## src/rtl/cbac_pkg.sv

```systemverilog
// Shared types and constants of the contiguous block allocator.
// Holds the control word layout, step codes and result status codes.
`default_nettype none

package cbac_pkg;

   localparam int NUM_BLOCKS_DEF = 256;
   localparam int SIZE_W         = 24;
   localparam int IDX_W          = 8;
   localparam int BLOCK_SHIFT    = 12;               // 4096-byte blocks
   localparam int NEED_W         = SIZE_W - BLOCK_SHIFT + 1;
   localparam int ENTRY_W        = IDX_W + 2;        // busy, next link, end mark
   localparam int STEP_W         = 4;

   typedef enum logic [1:0] {
      STAT_ALLOC  = 2'd0,
      STAT_NOROOM = 2'd1,
      STAT_READ   = 2'd2
   } status_type;

   typedef enum logic [STEP_W-1:0] {
      S_CLR       = 4'd0,
      S_IDLE      = 4'd1,
      S_DISP      = 4'd2,
      S_CHK       = 4'd3,
      S_SCAN_RD   = 4'd4,
      S_SCAN_EV   = 4'd5,
      S_SCAN_NEXT = 4'd6,
      S_NOROOM    = 4'd7,
      S_RD        = 4'd8,
      S_RD_EV     = 4'd9,
      S_WR_INIT   = 4'd10,
      S_WR        = 4'd11,
      S_DONE      = 4'd12
   } step_type;

   typedef enum logic [3:0] {
      ACT_NOP,
      ACT_CLR,
      ACT_ACCEPT,
      ACT_SCAN_RD,
      ACT_SCAN_EV,
      ACT_RD_ISSUE,
      ACT_WR_INIT,
      ACT_WR,
      ACT_RSP_NOROOM,
      ACT_RSP_READ,
      ACT_RSP_OK
   } act_type;

   typedef enum logic [3:0] {
      COND_NEVER,
      COND_ALWAYS,
      COND_NO_REQ,
      COND_OP_READ,
      COND_TOO_BIG,
      COND_FOUND,
      COND_NOT_END,
      COND_NOT_WR_LAST,
      COND_NOT_CLR_LAST
   } cond_type;

   typedef struct packed {
      act_type  act;
      cond_type cond;
      step_type target;
   } ctrl_word_type;

   typedef struct packed {
      logic req_valid;
      logic op_read;
      logic too_big;
      logic found;
      logic cnt_end;
      logic wr_last;
      logic clr_last;
      logic slot_free;
   } dp_flags_type;

   localparam logic OP_ALLOC = 1'b0;
   localparam logic OP_READ  = 1'b1;

endpackage

`default_nettype wire

```

## src/rtl/cbac_seq.sv

```systemverilog
// Microcode sequencer: step counter, control ROM and jump logic.
// Depends on cbac_pkg for the control word and flag types.
`default_nettype none

module cbac_seq import cbac_pkg::*; (
   input  wire logic          clock,
   input  wire logic          reset,
   input  wire dp_flags_type  flags,
   output ctrl_word_type      ctrl
);

   function automatic ctrl_word_type rom(input step_type pc);
      ctrl_word_type w;
      w = '{act: ACT_NOP, cond: COND_ALWAYS, target: S_IDLE};
      case (pc)
         S_CLR:       w = '{act: ACT_CLR,        cond: COND_NOT_CLR_LAST, target: S_CLR};
         S_IDLE:      w = '{act: ACT_ACCEPT,     cond: COND_NO_REQ,       target: S_IDLE};
         S_DISP:      w = '{act: ACT_NOP,        cond: COND_OP_READ,      target: S_RD};
         S_CHK:       w = '{act: ACT_NOP,        cond: COND_TOO_BIG,      target: S_NOROOM};
         S_SCAN_RD:   w = '{act: ACT_SCAN_RD,    cond: COND_NEVER,        target: S_IDLE};
         S_SCAN_EV:   w = '{act: ACT_SCAN_EV,    cond: COND_FOUND,        target: S_WR_INIT};
         S_SCAN_NEXT: w = '{act: ACT_NOP,        cond: COND_NOT_END,      target: S_SCAN_RD};
         S_NOROOM:    w = '{act: ACT_RSP_NOROOM, cond: COND_ALWAYS,       target: S_IDLE};
         S_RD:        w = '{act: ACT_RD_ISSUE,   cond: COND_NEVER,        target: S_IDLE};
         S_RD_EV:     w = '{act: ACT_RSP_READ,   cond: COND_ALWAYS,       target: S_IDLE};
         S_WR_INIT:   w = '{act: ACT_WR_INIT,    cond: COND_NEVER,        target: S_IDLE};
         S_WR:        w = '{act: ACT_WR,         cond: COND_NOT_WR_LAST,  target: S_WR};
         S_DONE:      w = '{act: ACT_RSP_OK,     cond: COND_ALWAYS,       target: S_IDLE};
         default:     w = '{act: ACT_NOP,        cond: COND_ALWAYS,       target: S_IDLE};
      endcase
      return w;
   endfunction

   step_type      pc_ff;
   step_type      pc_in;
   ctrl_word_type word;
   logic          hold;
   logic          take;

   assign word = rom(pc_ff);

   // Hold a response step until the output register is free.
   assign hold = (word.act == ACT_RSP_NOROOM || word.act == ACT_RSP_READ ||
                  word.act == ACT_RSP_OK) && !flags.slot_free;

   always_comb begin
      case (word.cond)
         COND_NEVER:        take = 1'b0;
         COND_ALWAYS:       take = 1'b1;
         COND_NO_REQ:       take = !flags.req_valid;
         COND_OP_READ:      take = flags.op_read;
         COND_TOO_BIG:      take = flags.too_big;
         COND_FOUND:        take = flags.found;
         COND_NOT_END:      take = !flags.cnt_end;
         COND_NOT_WR_LAST:  take = !flags.wr_last;
         COND_NOT_CLR_LAST: take = !flags.clr_last;
         default:           take = 1'b0;
      endcase
   end

   always_comb begin
      if (hold) begin
         pc_in = pc_ff;
      end else if (take) begin
         pc_in = word.target;
      end else begin
         pc_in = step_type'(pc_ff + 1'b1);
      end
   end

   assign ctrl = hold ? ctrl_word_type'{act: ACT_NOP, cond: COND_NEVER, target: S_IDLE} : word;

   always_ff @(posedge clock) begin
      if (reset) begin
         pc_ff <= S_CLR;
      end else begin
         pc_ff <= pc_in;
      end
   end

endmodule

`default_nettype wire

```

## config.mk

```make
export PLATFORM = sky130hd
export DESIGN_NAME = cbac_seq
export DESIGN_NICKNAME = d
export VERILOG_FILES = /design/src/rtl/cbac_pkg.sv /design/src/rtl/cbac_seq.sv
export SDC_FILE = /design/constraint.sdc
export NUM_CORES = 1
export LEC_CHECK = 0
export BUFFER_PORTS_ARGS = -buffer_cell sky130_fd_sc_hd__buf_4
export CAP_MARGIN = 20
export CORE_MARGIN = 1.5
export CORE_UTILIZATION = 57
export CTS_CLUSTER_DIAMETER = 120
export DETAILED_ROUTE_END_ITERATION = 7
export GPL_TIMING_DRIVEN = 0
export MAX_ROUTING_LAYER = met4
export PLACE_DENSITY = 0.82
export SETUP_SLACK_MARGIN = 0.05
export SLEW_MARGIN = 20
export SYNTH_ARGS = -nofsm -noshare
export SYNTH_HDL_FRONTEND = slang
export SYNTH_SLANG_ARGS = --single-unit
```

## constraint.sdc

```tcl
create_clock -name clock -period 7.2 [get_ports clock]
set_clock_uncertainty 0.05 [all_clocks]
set_input_delay 2.16 -clock clock [delete_from_list [all_inputs] [get_ports clock]]
set_output_delay 2.16 -clock clock [all_outputs]
set_load 0.01 [all_outputs]
```

## Yosys cells after proc, flatten, opt, wreduce, memory -nomap -nowiden

Memories as Yosys holds them, arrays and structs flattened. A register that Yosys moved wholly into a read port is not among the register bits.
Index checks and enable logic that the tools add are counted.

| word-level totals | value |
|---|---|
| bits in registers | 4 |
| bits of input ports | 10 |
| memories | 1 |
| memory bits (read-only) | 192 |
| logic and storage cells | 27 |
| output and inout port bits | 12 |

Memory list:

| memory | words | width | rd ports | clocked after Yosys merged registers in | wr ports | line | source |
|---|---|---|---|---|---|---|---|
| (no name shown) | 16 | 12 | 1 | 1 | 0 | cbac_seq.sv:15 | `case (pc)` |

| cells by class | value |
|---|---|
| add/subtract/negate cells | 1 |
| reduce and logical (&&, ||, !) cells | 8 |
| mux-type cells | 5 |
| equality and inequality tests | 11 |

Operators with widths:

| cell | count |
|---|---|
| equality test 4 x 3 -> 1 bit (second input constant) | 4 |
| equality test 4 bit (second input constant) | 4 |
| two-way mux 12 bit | 1 |
| two-way mux 4 bit | 3 |
| equality test 4 x 2 -> 1 bit (second input constant) | 2 |
| one-hot mux 1 bit (8 select lines) | 1 |
| logical NOT 1 bit | 5 |
| adder 4 x 1 -> 4 bit (second input constant) | 1 |
| equality test 4 x 1 -> 1 bit (second input constant) | 1 |
| logical OR 1 bit | 2 |
| logical AND 1 bit | 1 |

## Depth between registers and ports, before layout

Gate-level depths: netlist (run 1).

| logic depth | value |
|---|---|
| word-level depth | 6 |
| gate-level depth with buffers | 11 |
| mapped depth without buffers | 10 |

## Least setup slack after synthesis (run 1)

Ideal clock, no wire load.

| path | value |
|---|---|
| kind | input-to-output |
| start | input port flags[0] (netlist name) |
| end | output port ctrl[9] (netlist name) |
| buffers on the path | 1 |
| required time | 4.990 ns |
| slack | 2.103 ns |
| cell stages on the path | 4 |
| arrival | 2.887 ns |
| path through | a211oi_2 -> nand2_1 -> clkbuf_1 -> and2_2 |

RTL lines:

| item | line | source |
|---|---|---|
| from (decl) | cbac_seq.sv:8 | `input wire dp_flags_type flags,` |
| to (decl) | cbac_seq.sv:9 | `output ctrl_word_type ctrl` |

==> metrics, run 1 <==
status complete, no violations; CP cell instances buf_4, a211oi_2, nand2_1, clkbuf_1, and2_2, buf_4; CTS tree built; Antenna Nets Post-Route 0; DIE AREA about 0.0022 mm2; post-route setup slack roughly 1700 ps; pre-CTS setup slack 1690 ps; Crit path required time about 5000 ps; Worst Hold Launch pc_ff[0]$_SDFFE_PP0N_; Worst-path clk slew around 90 ps; synthesis-stage register bit count 16; Setup crit start flags[0]; IO buf count 20; Distinct cells, synth 50; cell mode on critical path buf_4; GPL Wtd Cong a little over 0.8; vias in the first global route ~800; crit share post-route between 70 and 80%; Lkg Pwr around 0.58 nW; Vias roughly 930; row count 15; Die X 46.8 um; clk buf depth 2; Avg Inst Size Synth around 9 um2; fin. max-slew vios 0; Initial DRT Pass Iterations 4; Post-Syn Area 0.00109 mm2; Clock Sinks 16; Die Span Y ~47 um; Max-slew headroom between 70% and 80%; first-pass GRT wire length between 3000 and 4000 um; Post-CTS Setup Inserts 0; Initial Util just over 60%; htree depth 1; Final nets 163; total grt overflow 0; DRC 0; HP Class reg -> reg; power per cell area 366 mW/mm2; RSZ-0062 raised after global routing false; Setup CP Type in -> out; largest net degree at the start of global routing 11; gr usage total approximately a quarter; share of the synthesized area in the top cell type 29.4%; Placed Instances between 150 and 200; CP bufs+invs 3; # hold bufs at CTS 0; cell taking the most area after synthesis dfxtp_1; slowest CP cell a211oi_2; TritonCTS Buffers 3; Core Area ~0.0018 mm2; post-synthesis sequential area ratio between 20 and 30%; fraction of layout cells with a size suffix above 1 a little under a third; r2r startpoint word[5]$_DFF_P_; slowest stage delay, CP 250 ps; largest cells by area after synthesis dfxtp_1 (29%), ha_1 (5.7%), nand2_1 (4.8%); CP Data Arrival Time around 3300 ps; Worst Tran Pin Value 425 ps; cell with the most instances after synthesis dfxtp_1; Post-synth EDFFs 0; setup_tns 0 ps; post-CTS sizing 0; Fin. Hold Viols 0; Yosys warnings 0; startpoint types input pin; clk_lat worst skew 280 ps; vias per cell 5.46; dpl hpwl around 1900 um; Worst IR Drop VDD approximately 0.00021 V; Max FO, Critical Path 10; WL/cell 13.3 um; max-cap violation count 0; CP delay by family, top buffers and inverters; Final setup viols 0; WL final between 2000 and 2500 um; CTS root buffer clkbuf_4; DR iter-0 viols 22; antenna violations before repair 0; maximum clock frequency 182 MHz; Post-synth top flop dfxtp_1; Post-synth top cells dfxtp_1 (16), nand2_1 (14), and2_1 (8); Area Growth Syn to Fin 18.7%; Synth async-reset ratio 0%; post-synthesis cell count between 100 and 150; Post-Syn Nets about 140; ANT cells 0; final cell count without fillers 171; Tmin final around 5500 ps; crit end category output port; I/O pin count 22
## metal layers
metal	share of wire, %	vias to the layer above	global-route usage (%)
li1	-	478	-
met1	43	424	28.0
met2	52	26	40.0
met3	3.3	5	3.08
met4	1.7	0	8.89
met5	0	-	-
## through the flow
step	hold slack [ps]	total power, mW	utilization (%)	cell area, um2
2_1_floorplan	457	0.349	-	1090
3_3_place_gp	488	0.421	72.1	1270
3_5_place_dp	519	0.431	72.1	1270
4_1_cts	529	0.476	73.4	1290
5_1_grt	578	0.510	73.4	1290
6_report	542	0.475	73.4	1290
## power breakdown
| group | internal, mW | total, mW | leakage [nW] | switching, mW |
|---|---|---|---|---|
| logic | 0.138 | 0.286 | 0.438 | 0.147 |
| clock network | 0.0194 | 0.0456 | 0.0138 | 0.0262 |
| registers | 0.121 | 0.143 | 0.132 | 0.0226 |
| total | 0.278 | 0.475 | 0.583 | 0.196 |
## area by class of cell
cell class | instances | area [um2]
multi-input combinational | 94 | 693
fill | 160 | 469
sequential | 16 | 320
timing repair buffer | 20 | 150
buffer | 7 | 50.0
tap | 25 | 31.3
inverter | 6 | 27.5
clock buffer | 3 | 22.5
## path summary, 6_finish.rpt
kind                           endpoint  slack [ps]  cells after the start
hold / removal    pc_ff[0]$_SDFFE_PP0N_         540                      2
hold reg to reg   pc_ff[0]$_SDFFE_PP0N_         540                      2
setup / recovery                ctrl[9]        1700                      6
setup reg to reg       word[11]$_DFF_P_        4490                     11
## registers in the layout, summed over array words and instances (netlist names)
name,flops
pc_ff,4
word,12
## logic make-up after synthesis
kind of cell / after synthesis / synth area share [%]
AND/OR/NAND/NOR: 52 / 28.9
AO/OA/AOI/OAI: 31 / 23.5
flip-flops: 16 / 29.4
buffers and inverters: 13 / 7.11
adder cells (fa/ha/maj): 5 / 5.73
multiplexers: 4 / 3.78
XOR/XNOR: 2 / 1.61
## worst min-delay path: cells and delay by family (launching register included)
family	cells	cell delay [ps]
flip-flops	1	350
AO/OA/AOI/OAI	1	80
AND/OR/NAND/NOR	1	120
## layout by cell type, fill, tap and decap left out, types with 2 or more instances in the layout
cell type,count
buf_4,21
dfxtp_1,16
nand2_1,14
and2_1,8
a21oi_1,7
nor2_1,5
inv_1,5
nand3_1,5
ha_1,5
o21ai_0,3
a211oi_1,3
nand2b_1,3
nand2b_4,3
mux2i_1,3
clkbuf_1,3
clkbuf_4,3
a211oi_2,2
a22o_2,2
xor2_1,2
a31oi_1,2
(Power assumes the default switching activity.)
==> inputs of run 2 (changes only) <==
Settings changed: CORE_UTILIZATION 57 to 53, PLACE_DENSITY 0.82 to 0.77.
Clock period 7.2 ns to 5.7 ns, I/O delays scaled along.
==> metrics, run 2 (synthesis results as in run 1) <==
fraction of layout cells with a size suffix above 1 31.5% (unchanged); final cell count without fillers 173 (+1.2%); Die Span Y 48.4 um (+3.5%); combinational share of power 60.3% (about the same); Core Area 0.00194 mm2 (+10%); post-CTS sizing 0 (unchanged); Antenna Nets Post-Route 0 (unchanged); slowest CP cell and2_2; Max-slew headroom 69.2% (-2.4 points); RSZ-0062 raised after global routing false; cell mode on critical path buf_4; Placed Instances 170 (+1.2%); max-cap violation count 0 (unchanged); FILL cells 177 (+11%); row count 16 (+1); hold depth 2 (unchanged); total grt overflow 0 (unchanged); Fin. Hold Viols 0 (unchanged); Worst Tran Pin Value 462 ps (+36.4 ps); GPL Wtd Cong 0.928 (+14%); clk_lat worst skew 280 ps (about the same); CP cell instances buf_4, a211oi_2, nand2_1, clkbuf_1, and2_2, buf_4; # hold bufs at CTS 0 (unchanged); Final nets 163 (unchanged); Setup CP Type in -> out; Worst IR Drop VDD 0.000260 V (+21%); max reg flops 12 (unchanged); Initial DRT Pass Iterations 4 (unchanged); WL/cell 12.7 um (-4.5%); antenna violations before repair 0 (unchanged); vias per cell 5.40 (-1.1%); Tmin final between 4000 and 5000 ps; slowest stage delay, CP 240 ps (about the same); CP bufs+invs 3 (unchanged); DRC 0 (unchanged); Area Growth Syn to Fin 18.9%; Switching Power 0.246 mW (+25%); clk buf depth 2 (unchanged); power per cell area 460 mW/mm2 (+26%); CTS root buffer clkbuf_4; Int Power 0.351 mW (+26%); r2r setup slk 2950 ps (-1540 ps); Worst R2R Path Depth 11 (unchanged); Hold WS 505 ps (-37.1 ps); htree depth 1 (unchanged); Worst-path clk slew 90 ps (about the same); final std cell area, no fill 0.00130 mm2 (+0.19%); CP delay by family, top buffers and inverters; Setup crit start flags[0]; vias in the first global route 890 (+11%); largest net degree at the start of global routing 11 (unchanged); CTS tree built; first-pass GRT wire length 3840 um (+11%); Lkg Pwr 0.583 nW (unchanged); startpoint types input pin; Clock power frac 9.5% (about the same); IO buf count 20 (unchanged); worst min-delay path endpoint pc_ff[0]$_SDFFE_PP0N_; ANT cells 0 (unchanged); most frequent cells in the layout buf_4 (21), dfxtp_1 (16), nand2_1 (14), and2_1 (8), a21oi_1 (7); Vias 934 (+0.11%); WL final 2190 um (-3.4%); TritonCTS Buffers 3 (unchanged); Die X 48.4 um (+3.5%); setup_tns 0 ps (unchanged); Initial Util 56.2% (-5.7 points); status complete, no violations; Post-CTS Setup Inserts 0 (unchanged); dpl hpwl 1800 um (-2.8%); DR iter-0 viols 26 (+18%); Worst Hold Launch pc_ff[0]$_SDFFE_PP0N_; Final setup viols 0 (unchanged); r2r startpoint word[5]$_DFF_P_; CP Data Arrival Time 2820 ps (-470 ps); Reg2Reg Capture Point word[11]$_DFF_P_; crit share post-route approximately 80%; DIE AREA 0.00234 mm2 (+7.1%); switch share 41.2% (-0.14 points); crit end category output port; most common cell after layout, fill and taps aside buf_4; maximum clock frequency between 200 and 250 MHz; fin. max-slew vios 0 (unchanged); I/O pin count 22 (unchanged); Clock Sinks 16 (unchanged); post-placement cell area 0.00127 mm2 (+0.20%); Crit path required time 3940 ps (-1050 ps); Flop pwr share 30.1% (about the same); HP Class reg -> reg; Max FO, Critical Path 10 (unchanged); gr usage total 21.0% (-2.4 points)
==> run 2: per-layer routing <==
metal  wire [um]  GRT usage, %  part of all wire [%]
met5           0             -                     0
met4          12          6.19                  0.55
met3          36          2.78                   1.6
met2        1100          35.0                    50
met1        1040          27.0                    47
==> run 2: cell type report <==
cell class              count  area (um2)  share of cell area, %
flip-flops and latches     16         320                   24.7
plain buffers               7        50.0                   3.86
inverters                   6        27.5                   2.12
well taps                  27        33.8                   2.60
repair buffers             20         150                   11.6
multi-input cells          94         693                   53.4
clock buffers               3        22.5                   1.74
==> run 2: worst max path at each step <==
stage | endpoint | slack (ps) | depth (start not counted)
global route | ctrl[9] | 990 | 6
floorplan | ctrl[9] | 1500 | 4
CTS | ctrl[9] | 1090 | 6
global placement | ctrl[9] | 1150 | 6
finish | ctrl[9] | 1120 | 6
detailed placement | ctrl[9] | 1090 | 6
==> run 2: through the flow <==
step | utilization, % | setup WS, ps | total power, mW
floorplan | - | 1500 | 0.440
global placement | 65.7 | 1150 | 0.534
detailed placement | 65.7 | 1090 | 0.545
CTS | 66.8 | 1090 | 0.601
global route | 66.8 | 994 | 0.646
finish | 66.8 | 1120 | 0.597
==> run 2: power groups by stage <==
stage	logic, mW	registers [mW]	clock network (mW)
3_5_place_dp	0.362	0.182	0
3_3_place_gp	0.353	0.181	0
6_report	0.360	0.180	0.0570
5_1_grt	0.399	0.185	0.0623
4_1_cts	0.364	0.180	0.0576
2_1_floorplan	0.266	0.174	0
==> run 2: worst register-to-register path: stages, from the launching register on <==
cell      delay, ps
dfxtp_1         300
buf_2           160
a211oi_1        220
nor3_1          100
a31oi_2         400
mux2i_1         180
a211oi_2        400
inv_1           110
ha_1            270
mux2_2          280
o21ai_0          70
a21oi_1          80
==> inputs of run 3 (changes only) <==
Settings changed: CORE_UTILIZATION 53 to 48, PLACE_DENSITY 0.77 to 0.74.
Clock period 5.7 ns to 4.03 ns, I/O delays scaled along.
==> metrics, run 3 (synthesis results as in run 1) <==
fraction of layout cells with a size suffix above 1 32.0% (+0.47 points); Initial DRT Pass Iterations 4 (unchanged); I/O pin count 22 (unchanged); Final nets 163 (unchanged); most common cell after layout, fill and taps aside buf_4; DR iter-0 viols 23 (-12%); most frequent cells in the layout buf_4 (21), dfxtp_1 (16), nand2_1 (14), and2_1 (8), a21oi_1 (7); # hold bufs at CTS 0 (unchanged); total grt overflow 0 (unchanged); WL/cell 13.2 um (+4.3%); gr usage total 19.9% (-1.2 points); CP cell instances buf_4, a211oi_2, nand2_1, clkbuf_1, and2_2, buf_4; CTS tree built; Max FO, Critical Path 10 (unchanged); GPL Wtd Cong 0.887 (-4.4%); Antenna Nets Post-Route 0 (unchanged); Max-slew headroom 70.7% (+1.5 points); Switching Power 0.358 mW (+46%); WL final 2310 um (+5.5%); Finished Core Util 60.5% (-6.3 points); Worst-path clk slew 90 ps (about the same); Tmin final ~3600 ps; Worst Tran Pin Value 439 ps (-22.4 ps); post-CTS sizing 0 (unchanged); Die Span Y 50.7 um (+4.8%); Clock Sinks 16 (unchanged); global-route track usage on met1 24.0% (-2.9 points); GRT busiest layer met2; max reg flops 12 (unchanged); switch share 40.9% (-0.30 points); crit end category output port; crit share post-route between 80% and 90%; Initial Util 50.3% (-5.9 points); RSZ-0062 raised after global routing false; Vias 965 (+3.3%); ANT cells 0 (unchanged); Int Power 0.518 mW (+47%); maximum clock frequency ~280 MHz; Core Area 0.00217 mm2 (+12%); Post-CTS Setup Inserts 0 (unchanged); htree depth 1 (unchanged); setup_tns 0 ps (unchanged); startpoint types input pin; CP Data Arrival Time 2310 ps (-510 ps); first-pass GRT wire length 3790 um (-1.3%); Lkg Pwr 0.590 nW (+1.2%); Die X 50.7 um (+4.8%); largest net degree at the start of global routing 11 (unchanged); Setup CP Type in -> out; IO buf count 20 (unchanged); max-cap violation count 0 (unchanged); Crit path required time 2770 ps (-1170 ps); slowest CP cell a211oi_2; Fin. Hold Viols 0 (unchanged); combinational share of power 58.8% (-1.5 points); status complete, no violations; row count 17 (+1); Final setup viols 0 (unchanged); CTS root buffer clkbuf_4; pre-CTS setup slack 337 ps (-757 ps); vias in the first global route 873 (-1.9%); DIE AREA 0.00257 mm2 (+9.8%); met3 usage in global routing 2.08% (-0.69 points); dpl hpwl 1840 um (+2.1%); slowest stage delay, CP 250 ps (about the same); post-route setup slack 460 ps (-658 ps); power per cell area 667 mW/mm2 (+45%); fin. max-slew vios 0 (unchanged); HP Class reg -> reg; clk_lat worst skew 290 ps (about the same); DRC 0 (unchanged); vias per cell 5.51 (+2.1%); clk buf depth 2 (unchanged); total chip power 0.876 mW (+47%); Area Growth Syn to Fin 20.3%; antenna violations before repair 0 (unchanged); cell mode on critical path buf_4; Clock power frac 12.0% (+2.5 points); Flop pwr share 29.2% (-0.9 points); GR Util met2 33.3% (-1.6 points); Worst IR Drop VDD 0.000398 V (+53%); TritonCTS Buffers 3 (unchanged)
==> run 3: cell types whose count changed in the layout (fill, tap and decap cells not counted) <==
cell	before	now
clkbuf_8	0	1
==> run 3: layout make-up <==
type,instances,area (um2)
fill,206,857
multi-input combinational,94,693
sequential,16,320
timing repair buffer,20,150
buffer,7,50.0
clock buffer,4,36.3
tap,28,35.0
inverter,6,27.5
==> run 3: power groups by stage <==
stage,sequential (mW),combinational (mW),clock [mW]
6_report,0.255,0.515,0.105
5_1_grt,0.264,0.567,0.115
4_1_cts,0.255,0.516,0.107
3_5_place_dp,0.259,0.515,0
3_3_place_gp,0.257,0.504,0
2_1_floorplan,0.247,0.376,0
==> run 3: final timing paths <==
path | endpoint | slack [ps] | start | depth (start not counted)
worst min-delay path | pc_ff[0]$_SDFFE_PP0N_ | 540 | pc_ff[0]$_SDFFE_PP0N_ | 2
worst min register to register | pc_ff[0]$_SDFFE_PP0N_ | 540 | pc_ff[0]$_SDFFE_PP0N_ | 2
worst max register to register | word[11]$_DFF_P_ | 1220 | word[5]$_DFF_P_ | 11
worst max-delay path | ctrl[9] | 460 | flags[0] | 6
==> run 3: metal layers <==
| metal | share of wire [%] | routed length [um] | vias up |
|---|---|---|---|
| li1 | - | - | 483 |
| met1 | 44 | 1010 | 445 |
| met2 | 49 | 1130 | 35 |
| met3 | 6.2 | 144 | 2 |
| met4 | 1.0 | 24 | 0 |
| met5 | 0 | 0 | - |
==> run 3: per-stage QoR <==
stage               area (um2)  hold WS, ps  instances
finish                    1310          541        175
detailed placement        1280          526        171
global placement          1280          511        171
global route              1310          588        175
floorplan                 1090          457        123
CTS                       1310          541        175
==> run 3: worst max-delay path, delay by kind of cell <==
kind	cells	cell delay [ps]
simple gates	2	390
compound gates	1	250
buf+inv	3	470
